==> src/sv/ohlc_pkg.sv <==
// ============================================================================
// ohlc_pkg
// Shared widths, constants and word types of the OHLC bar resampler.
// ============================================================================
package ohlc_pkg;

    localparam int TIME_BITS   = 40;
    localparam int PRICE_BITS  = 32;
    localparam int VOLUME_BITS = 48;
    localparam int IN_VOL_BITS = 32;
    localparam int IVL_BITS    = 31;

    localparam logic [IVL_BITS-1:0] IVL_RESET = IVL_BITS'(60);

    localparam int FIFO_DEPTH = 4;
    localparam int FIFO_AW    = $clog2(FIFO_DEPTH);
    localparam int FIFO_CW    = $clog2(FIFO_DEPTH + 1);

    typedef struct packed {
        logic [TIME_BITS-1:0]   bar_time;
        logic [PRICE_BITS-1:0]  open_price;
        logic [PRICE_BITS-1:0]  high_price;
        logic [PRICE_BITS-1:0]  low_price;
        logic [PRICE_BITS-1:0]  close_price;
        logic [IN_VOL_BITS-1:0] traded_volume;
        logic                   end_of_data;
    } bar_t;

    typedef struct packed {
        logic [TIME_BITS-1:0]   period_time;
        logic [PRICE_BITS-1:0]  agg_open;
        logic [PRICE_BITS-1:0]  agg_high;
        logic [PRICE_BITS-1:0]  agg_low;
        logic [PRICE_BITS-1:0]  agg_close;
        logic [VOLUME_BITS-1:0] agg_volume;
        logic                   series_done;
        logic                   run_last;
    } res_t;

endpackage

==> src/sv/ohlc_merge.sv <==
// ============================================================================
// ohlc_merge
// Running-bar state and the single-pass merge logic. Given the held input
// word it reports how many result words it makes (0..2) and commits the
// state update when fire is high.
// ============================================================================
module ohlc_merge (
    input  logic                                aclk,
    input  logic                                aresetn,
    input  logic [ohlc_pkg::IVL_BITS-1:0]       interval,
    input  ohlc_pkg::bar_t                      bar,
    input  logic                                fire,
    output logic [1:0]                          res_cnt,
    output ohlc_pkg::res_t                      res0,
    output ohlc_pkg::res_t                      res1
);

    localparam logic [ohlc_pkg::TIME_BITS-1:0]   TIME_MAX = '1;
    localparam logic [ohlc_pkg::VOLUME_BITS-1:0] VOL_MAX  = '1;

    logic                                open_reg,  open_next;
    logic [ohlc_pkg::TIME_BITS-1:0]      begin_reg, begin_next;
    logic [ohlc_pkg::TIME_BITS-1:0]      limit_reg, limit_next;
    logic [ohlc_pkg::PRICE_BITS-1:0]     ropen_reg, ropen_next;
    logic [ohlc_pkg::PRICE_BITS-1:0]     rhigh_reg, rhigh_next;
    logic [ohlc_pkg::PRICE_BITS-1:0]     rlow_reg,  rlow_next;
    logic [ohlc_pkg::PRICE_BITS-1:0]     rclose_reg, rclose_next;
    logic [ohlc_pkg::VOLUME_BITS-1:0]    rvol_reg,  rvol_next;

    logic                                pass;
    logic                                hit;
    logic                                emit_old;
    logic                                emit_sec;
    logic [ohlc_pkg::TIME_BITS:0]        lim_sum;
    logic [ohlc_pkg::VOLUME_BITS:0]      vol_sum;
    logic [ohlc_pkg::TIME_BITS-1:0]      lim_base;
    ohlc_pkg::res_t                      old_res;
    ohlc_pkg::res_t                      sec_res;

    always_comb begin
        pass = (interval == '0);
        hit  = open_reg && (bar.bar_time < limit_reg);

        lim_base = open_reg ? limit_reg : bar.bar_time;
        lim_sum  = {1'b0, lim_base} + (ohlc_pkg::TIME_BITS + 1)'(interval);
        vol_sum  = {1'b0, rvol_reg} + (ohlc_pkg::VOLUME_BITS + 1)'(bar.traded_volume);

        begin_next  = begin_reg;
        limit_next  = limit_reg;
        ropen_next  = bar.open_price;
        rhigh_next  = bar.high_price;
        rlow_next   = bar.low_price;
        rclose_next = bar.close_price;
        rvol_next   = ohlc_pkg::VOLUME_BITS'(bar.traded_volume);

        if (hit) begin
            ropen_next = ropen_reg;
            rhigh_next = (bar.high_price > rhigh_reg) ? bar.high_price : rhigh_reg;
            rlow_next  = (bar.low_price < rlow_reg) ? bar.low_price : rlow_reg;
            rvol_next  = vol_sum[ohlc_pkg::VOLUME_BITS] ? VOL_MAX
                                                        : vol_sum[ohlc_pkg::VOLUME_BITS-1:0];
        end else begin
            begin_next = lim_base;
            limit_next = lim_sum[ohlc_pkg::TIME_BITS] ? TIME_MAX
                                                      : lim_sum[ohlc_pkg::TIME_BITS-1:0];
        end

        open_next = pass ? 1'b0 : !bar.end_of_data;

        old_res.period_time = begin_reg;
        old_res.agg_open    = ropen_reg;
        old_res.agg_high    = rhigh_reg;
        old_res.agg_low     = rlow_reg;
        old_res.agg_close   = rclose_reg;
        old_res.agg_volume  = rvol_reg;
        old_res.series_done = 1'b0;
        old_res.run_last    = 1'b0;

        if (pass) begin
            sec_res.period_time = bar.bar_time;
            sec_res.agg_open    = bar.open_price;
            sec_res.agg_high    = bar.high_price;
            sec_res.agg_low     = bar.low_price;
            sec_res.agg_close   = bar.close_price;
            sec_res.agg_volume  = ohlc_pkg::VOLUME_BITS'(bar.traded_volume);
            sec_res.series_done = bar.end_of_data;
        end else begin
            sec_res.period_time = begin_next;
            sec_res.agg_open    = ropen_next;
            sec_res.agg_high    = rhigh_next;
            sec_res.agg_low     = rlow_next;
            sec_res.agg_close   = rclose_next;
            sec_res.agg_volume  = rvol_next;
            sec_res.series_done = 1'b1;
        end
        sec_res.run_last = 1'b1;

        emit_old = open_reg && (pass || !hit);
        emit_sec = pass || bar.end_of_data;
        res_cnt  = {1'b0, emit_old} + {1'b0, emit_sec};

        res0          = emit_old ? old_res : sec_res;
        res0.run_last = !(emit_old && emit_sec);
        res1          = sec_res;
    end

    always_ff @(posedge aclk) begin
        if (!aresetn) begin
            open_reg <= 1'b0;
        end else if (fire) begin
            open_reg <= open_next;
        end
    end

    always_ff @(posedge aclk) begin
        if (fire && !pass) begin
            begin_reg  <= begin_next;
            limit_reg  <= limit_next;
            ropen_reg  <= ropen_next;
            rhigh_reg  <= rhigh_next;
            rlow_reg   <= rlow_next;
            rclose_reg <= rclose_next;
            rvol_reg   <= rvol_next;
        end
    end

    a_eod_closes: assert property (@(posedge aclk) disable iff (!aresetn)
        (fire && bar.end_of_data) |=> !open_reg)
        else $error("period still open after end of data");

    a_pass_closes: assert property (@(posedge aclk) disable iff (!aresetn)
        (fire && pass) |=> !open_reg)
        else $error("period open in pass-through");

    a_two_needs_open: assert property (@(posedge aclk) disable iff (!aresetn)
        (res_cnt == 2'd2) |-> open_reg)
        else $error("two results without an open period");

endmodule

==> src/sv/ohlc_res_fifo.sv <==
// ============================================================================
// ohlc_res_fifo
// Small result queue: takes up to two words per cycle, hands out one.
// ============================================================================
module ohlc_res_fifo (
    input  logic                             aclk,
    input  logic                             aresetn,
    input  logic [1:0]                       push_cnt,
    input  ohlc_pkg::res_t                   din0,
    input  ohlc_pkg::res_t                   din1,
    input  logic                             pop,
    output logic [ohlc_pkg::FIFO_CW-1:0]     count,
    output ohlc_pkg::res_t                   dout
);

    ohlc_pkg::res_t                   mem_reg [ohlc_pkg::FIFO_DEPTH];
    logic [ohlc_pkg::FIFO_AW-1:0]     wr_ptr_reg, wr_ptr_next;
    logic [ohlc_pkg::FIFO_AW-1:0]     rd_ptr_reg, rd_ptr_next;
    logic [ohlc_pkg::FIFO_CW-1:0]     cnt_reg,    cnt_next;
    logic [ohlc_pkg::FIFO_AW-1:0]     wr_ptr_p1;

    always_comb begin
        wr_ptr_p1   = wr_ptr_reg + ohlc_pkg::FIFO_AW'(1);
        wr_ptr_next = wr_ptr_reg + ohlc_pkg::FIFO_AW'(push_cnt);
        rd_ptr_next = rd_ptr_reg + ohlc_pkg::FIFO_AW'(pop);
        cnt_next    = cnt_reg + ohlc_pkg::FIFO_CW'(push_cnt) - ohlc_pkg::FIFO_CW'(pop);
    end

    always_ff @(posedge aclk) begin
        if (!aresetn) begin
            wr_ptr_reg <= '0;
            rd_ptr_reg <= '0;
            cnt_reg    <= '0;
        end else begin
            wr_ptr_reg <= wr_ptr_next;
            rd_ptr_reg <= rd_ptr_next;
            cnt_reg    <= cnt_next;
        end
    end

    always_ff @(posedge aclk) begin
        if (push_cnt != 2'd0) begin
            mem_reg[wr_ptr_reg] <= din0;
        end
        if (push_cnt == 2'd2) begin
            mem_reg[wr_ptr_p1] <= din1;
        end
    end

    assign count = cnt_reg;
    assign dout  = mem_reg[rd_ptr_reg];

    a_no_overflow: assert property (@(posedge aclk) disable iff (!aresetn)
        (cnt_reg + ohlc_pkg::FIFO_CW'(push_cnt)) <= ohlc_pkg::FIFO_CW'(ohlc_pkg::FIFO_DEPTH))
        else $error("result queue overflow");

    a_no_underflow: assert property (@(posedge aclk) disable iff (!aresetn)
        pop |-> (cnt_reg != '0))
        else $error("result queue underflow");

endmodule

==> src/sv/ohlc_bar_resampler_top.sv <==
// ============================================================================
// ohlc_bar_resampler_top
// Merges a time-ordered stream of OHLCV bars into bars of a set interval.
// ============================================================================
// Input words (s_*) carry one price bar each; result words (m_*) carry
// finished aggregated bars. Both channels use valid/ready. cfg_wr_en with
// cfg_wr_data sets the interval in seconds (0 = pass-through); write it
// only while the block is idle.
// An accepted word is held in the input register, then the merge logic
// updates the running bar and pushes 0, 1 or 2 result words into a
// four-word queue; a result passes through both before it is offered.
// One input word is taken per cycle while the queue has room for the held
// word's results; the output side delivers one word per cycle while
// m_ready is high. When the receiver stalls the queue fills and s_ready
// drops once the held word's results no longer fit.
// Reset clears the queue, the input valid flag and the open-period flag and
// sets the interval to 60 s.
// ============================================================================
module ohlc_bar_resampler_top (
    input  logic                                 aclk,
    input  logic                                 aresetn,
    input  logic                                 cfg_wr_en,
    input  logic [ohlc_pkg::IVL_BITS-1:0]        cfg_wr_data,
    input  logic                                 s_valid,
    output logic                                 s_ready,
    input  logic [ohlc_pkg::TIME_BITS-1:0]       s_bar_time,
    input  logic [ohlc_pkg::PRICE_BITS-1:0]      s_open_price,
    input  logic [ohlc_pkg::PRICE_BITS-1:0]      s_high_price,
    input  logic [ohlc_pkg::PRICE_BITS-1:0]      s_low_price,
    input  logic [ohlc_pkg::PRICE_BITS-1:0]      s_close_price,
    input  logic [ohlc_pkg::IN_VOL_BITS-1:0]     s_traded_volume,
    input  logic                                 s_end_of_data,
    output logic                                 m_valid,
    input  logic                                 m_ready,
    output logic [ohlc_pkg::TIME_BITS-1:0]       m_period_time,
    output logic [ohlc_pkg::PRICE_BITS-1:0]      m_agg_open,
    output logic [ohlc_pkg::PRICE_BITS-1:0]      m_agg_high,
    output logic [ohlc_pkg::PRICE_BITS-1:0]      m_agg_low,
    output logic [ohlc_pkg::PRICE_BITS-1:0]      m_agg_close,
    output logic [ohlc_pkg::VOLUME_BITS-1:0]     m_agg_volume,
    output logic                                 m_series_done,
    output logic                                 m_run_last
);

    logic [ohlc_pkg::IVL_BITS-1:0]   ivl_reg;
    logic                            in_vld_reg;
    ohlc_pkg::bar_t                  bar_reg;
    ohlc_pkg::bar_t                  bar_in;
    logic                            fire;
    logic [1:0]                      res_cnt;
    ohlc_pkg::res_t                  res0;
    ohlc_pkg::res_t                  res1;
    ohlc_pkg::res_t                  head;
    logic [ohlc_pkg::FIFO_CW-1:0]    q_count;
    logic                            pop;

    assign bar_in = '{bar_time:      s_bar_time,
                      open_price:    s_open_price,
                      high_price:    s_high_price,
                      low_price:     s_low_price,
                      close_price:   s_close_price,
                      traded_volume: s_traded_volume,
                      end_of_data:   s_end_of_data};

    assign fire = in_vld_reg &&
                  ((q_count + ohlc_pkg::FIFO_CW'(res_cnt)) <=
                   ohlc_pkg::FIFO_CW'(ohlc_pkg::FIFO_DEPTH));
    assign s_ready = !in_vld_reg || fire;
    assign m_valid = (q_count != '0);
    assign pop     = m_valid && m_ready;

    always_ff @(posedge aclk) begin
        if (!aresetn) begin
            ivl_reg <= ohlc_pkg::IVL_RESET;
        end else if (cfg_wr_en) begin
            ivl_reg <= cfg_wr_data;
        end
    end

    always_ff @(posedge aclk) begin
        if (!aresetn) begin
            in_vld_reg <= 1'b0;
        end else if (s_valid && s_ready) begin
            in_vld_reg <= 1'b1;
        end else if (fire) begin
            in_vld_reg <= 1'b0;
        end
    end

    always_ff @(posedge aclk) begin
        if (s_valid && s_ready) begin
            bar_reg <= bar_in;
        end
    end

    ohlc_merge u_merge (
        .aclk     (aclk),
        .aresetn  (aresetn),
        .interval (ivl_reg),
        .bar      (bar_reg),
        .fire     (fire),
        .res_cnt  (res_cnt),
        .res0     (res0),
        .res1     (res1)
    );

    ohlc_res_fifo u_fifo (
        .aclk     (aclk),
        .aresetn  (aresetn),
        .push_cnt (fire ? res_cnt : 2'd0),
        .din0     (res0),
        .din1     (res1),
        .pop      (pop),
        .count    (q_count),
        .dout     (head)
    );

    assign m_period_time = head.period_time;
    assign m_agg_open    = head.agg_open;
    assign m_agg_high    = head.agg_high;
    assign m_agg_low     = head.agg_low;
    assign m_agg_close   = head.agg_close;
    assign m_agg_volume  = head.agg_volume;
    assign m_series_done = head.series_done;
    assign m_run_last    = head.run_last;

    a_ready_when_empty: assert property (@(posedge aclk) disable iff (!aresetn)
        (!in_vld_reg) |-> s_ready)
        else $error("input stalled with empty input register");

    a_hold_until_fire: assert property (@(posedge aclk) disable iff (!aresetn)
        (in_vld_reg && !fire) |=> in_vld_reg)
        else $error("held input word dropped without processing");

endmodule

==> config.mk <==
export PLATFORM = sky130hd
export DESIGN_NAME = ohlc_bar_resampler_top
export DESIGN_NICKNAME = d
export VERILOG_FILES = /design/src/sv/ohlc_pkg.sv /design/src/sv/ohlc_merge.sv /design/src/sv/ohlc_res_fifo.sv /design/src/sv/ohlc_bar_resampler_top.sv
export SDC_FILE = /design/constraint.sdc
export NUM_CORES = 2
export LEC_CHECK = 0
export BUFFER_PORTS_ARGS = -buffer_cell sky130_fd_sc_hd__buf_4
export CORE_MARGIN = 5
export CORE_UTILIZATION = 57
export CTS_BUF_LIST = sky130_fd_sc_hd__clkbuf_2 sky130_fd_sc_hd__clkbuf_4 sky130_fd_sc_hd__clkbuf_8
export CTS_CLUSTER_SIZE = 12
export DETAILED_ROUTE_END_ITERATION = 8
export PLACE_DENSITY = 0.76
export SYNTH_ARGS = -nofsm -noshare
export SYNTH_HDL_FRONTEND = slang
export SYNTH_SLANG_ARGS = --single-unit
==> constraint.sdc <==
create_clock -name aclk -period 17.41 [get_ports aclk]
set_input_delay 3.482 -clock aclk [delete_from_list [all_inputs] [get_ports aclk]]
set_output_delay 3.482 -clock aclk [all_outputs]
set_load 0.02 [all_outputs]
==> key figures <==
Timing
  • Hold Vio Cnt, Final: 0
  • Setup TNS: 0 ns
  • Clock Skew: 0.0624 ns
  • Setup violators final: 0
  • Achievable Freq: 105 MHz
  • Period Utilization, post-route: 54.5%
  • Fin Hold WS: 0.459 ns
  • Worst relative slew slack: 7.57%
  • Setup ws final: 7.93 ns
  • Worst slew pin tran: 1.39 ns
  • Post-route minimum period: 9.48 ns
  • Unrepaired setup endpoints after global routing: false
  • Max-slew violations: 0

Setup path
  • Setup CP Type: flop to output port
  • Critical Path Max Stage Delay: 0.59 ns
  • Worst EP arrival: 6.00 ns
  • Crit-path slowest cell: a211oi_1
  • R2r setup slk: 8.76 ns
  • Worst Reg-to-Reg Cells: 21
  • Critical Path Fanout Max: 17
  • CP Cell Sequence: ha_1 -> a21oi_1 -> o21ai_0 -> a211oi_1 -> o311ai_2 -> or2_4 -> o21ai_2 -> inv_2 -> ha_1 -> ha_1 -> fa_1 -> nor2_1 -> nor2_1 -> nand2_1 -> buf_4
  • Crit path launch type: flop
  • Family with the most delay on the worst path: compound AO/OA/AOI/OAI gates
  • Reg-to-reg endpoint: u_fifo.mem_reg[1][85]$_DFFE_PP_
  • WP data required: 13.93 ns
  • Critical path's most frequent cell: ha_1
  • Crit end category: output port
  • FF-to-FF Start: bar_reg[166]$_DFFE_PP_
  • CP Buf/Inv Count: 2

Cells and area
  • P&R area growth vs syn: 14.1%
  • Share of cells above drive strength 1: 24.3%
  • Non-filler cells, final: 6913
  • Max reg flops: 872
  • Util after Layout: 65.4%
  • Final nets: 5611

Placement
  • Placed instance count: 6498
  • Pre-CTS setup slack: 8.91 ns
  • Number of port buffers: 456
  • Post-DP HPWL: 112000 um
  • Gpl congestion: 0.913

Routing
  • Final wirelength: 186000 um
  • Average wire per standard cell: 27.0 um
  • Iteration-0 DRC Markers: 5536
  • Number of iterations in the first detailed-routing pass: 6
  • Residual DRC: 0
  • DR vias/cell: 6.56
  • Total number of vias: 45300
  • Routed Antenna Nets: 0

Global route
  • Congestion Overflow GR: 0
  • Largest net degree at the start of global routing: 143
  • GRT Total Usage: 29.6%
  • Initial antenna violation count: 5
  • First-pass GRT wire length: 276000 um
  • Vias in the first global route: 45300

Yosys
  • Top-area cell type share of the netlist area: 59.8%
  • Synth Flop Type: edfxtp_1
  • Yosys warning count: 0
  • Ys async rst share: 0%
  • Most common cell in the netlist: edfxtp_1
  • Synth unique cells: 80
  • Post-synth EDFFs: 1325
  • Synth cell count leaders: 1325 x edfxtp_1, 525 x a22o_1, 384 x nand2_1
  • Post-synthesis sequential area ratio: 61.1%
  • Synthesized area: 66500 um^2
  • Top cells by area, synth: edfxtp_1 60%, mux4_2 7.4%, a22o_1 6.9%, ha_1 3.2%, o21ai_0 2.4%
  • Post-Synthesis Cells: 4767
  • Yosys reg bits: 1369
  • Syn nets: 5180
  • Synth area leader: edfxtp_1
  • Avg Inst Size Synth: 14.0 um^2

Power and ir drop
  • Leak: 27.2 nW
  • Power per cell area: 121 nW/um^2
  • Peak VDD IR: 84.1 uV

CTS
  • Num Clock Sinks: 1369
  • Post-CTS Setup Repair Bufs: 0
  • CTS tree: built
  • Clk buf depth: 3
  • Clock root buffer: clkbuf_8
  • H-tree depth: 4
  • Cts hold-fix bufs: 0
  • Worst skew pair latency: 0.95 ns
  • Post-CTS Resized: 0
  • Clk pin slew, worst setup/hold paths: 0.06 ns
  • CTS Buf Count: 222

Worst hold path
  • HP Start: u_fifo.mem_reg[2][0]$_SDFFE_PP1P_
  • Hold Path Class: flop to flop
  • Hold Path Sink: u_fifo.mem_reg[2][0]$_SDFFE_PP1P_
  • Hold path cells: 1

Floorplan
  • Cell row count: 125
  • Height of the die: 352 um
  • Starting Density: 57.3%
  • Core area: 116000 um^2
  • Die Wd: 352 um
  • Die area: 124000 um^2
  • I/O pin total: 457

Run status
  • Status: completed

Run
  • Max Cap Viol: 0
cells by family after synthesis:
| family | Yosys count | synth area share [%] |
|---|---|---|
| DFF | 1369 | 61.1 |
| buffers and inverters | 469 | 2.83 |
| xor gates and xnor gates | 64 | 0.843 |
| adders and majority gates | 176 | 3.36 |
| muxes | 457 | 11.2 |
| and+or+nand+nor | 830 | 5.58 |
| AOI/OAI and AO/OA | 1402 | 15.0 |
area by class of cell:
class | instances | area (um^2)
inverters | 138 | 518
diodes | 7 | 17.5
repair buffers | 538 | 4080
clock inverters | 100 | 744
fillers | 8347 | 40200
well taps | 1524 | 1910
flip-flops and latches | 1369 | 40700
multi-input cells | 2929 | 24200
clock buffers | 308 | 3720
worst max-delay path by stage:
stage | startpoint | to | slack [ns] | depth (start not counted)
2_1_floorplan | bar_reg[200]$_DFFE_PP_ | u_merge.begin_reg[0]$_DFFE_PN_ | 3.88 | 16
3_3_place_gp | bar_reg[176]$_DFFE_PP_ | s_ready | 9.09 | 15
3_5_place_dp | bar_reg[176]$_DFFE_PP_ | u_fifo.mem_reg[3][100]$_DFFE_PP_ | 8.91 | 18
4_1_cts | bar_reg[176]$_DFFE_PP_ | s_ready | 7.93 | 15
5_1_grt | bar_reg[176]$_DFFE_PP_ | s_ready | 7.69 | 15
6_report | bar_reg[166]$_DFFE_PP_ | s_ready | 7.93 | 15
where the power goes:
group          total (W)  switching, W  internal, W
Combinational    0.00224       0.00131     0.000934
Clock            0.00283       0.00131      0.00152
Sequential       0.00413      0.000228      0.00390
Total            0.00920       0.00284      0.00635
per-stage QoR:
stage	power (W)	cell area (um^2)
floorplan	0.00559	66500
global route	0.00957	75900
CTS	0.00924	75900
finish	0.00920	75900
detailed placement	0.00643	71400
global placement	0.00639	71400
routing by layer:
metal  routed length [um]  part of all wire [%]  up-vias  global-route usage, %
met5                   25                 0.013        -                      0
met4                 6970                   3.7        4                   11.7
met3                20700                    11      394                   7.50
met2                88200                    47     2641                   47.6
met1                70600                    38    22400                   39.2
li1                     -                     -    19900                      -
layout by cell type, fill, tap and decap left out, drive strengths merged, types with 8 or more instances in the layout:
cell     count
nor3        25
a21o        53
buf        538
or3          9
nor2       178
a31oi       35
dfxtp       44
o21ai      336
clkinv      81
mux2i      110
o2bb2ai     20
edfxtp    1325
mux2       129
xnor2       37
nand4       29
o211ai      20
or2         11
o22ai       72
o21a        19
nand2b      13
o311ai       8
a22oi       15
nor2b       55
nand3       64
and2        23
a32o        11
a21oi      186
clkbuf     308
nand2      384
mux4       218
a22o       525
ha         172
xor2        27
inv        145
bufinv       9
nor4        15
o221ai      12
a211oi      17
a211o        8
No activity file was read; power rests on OpenSTA's default activity.
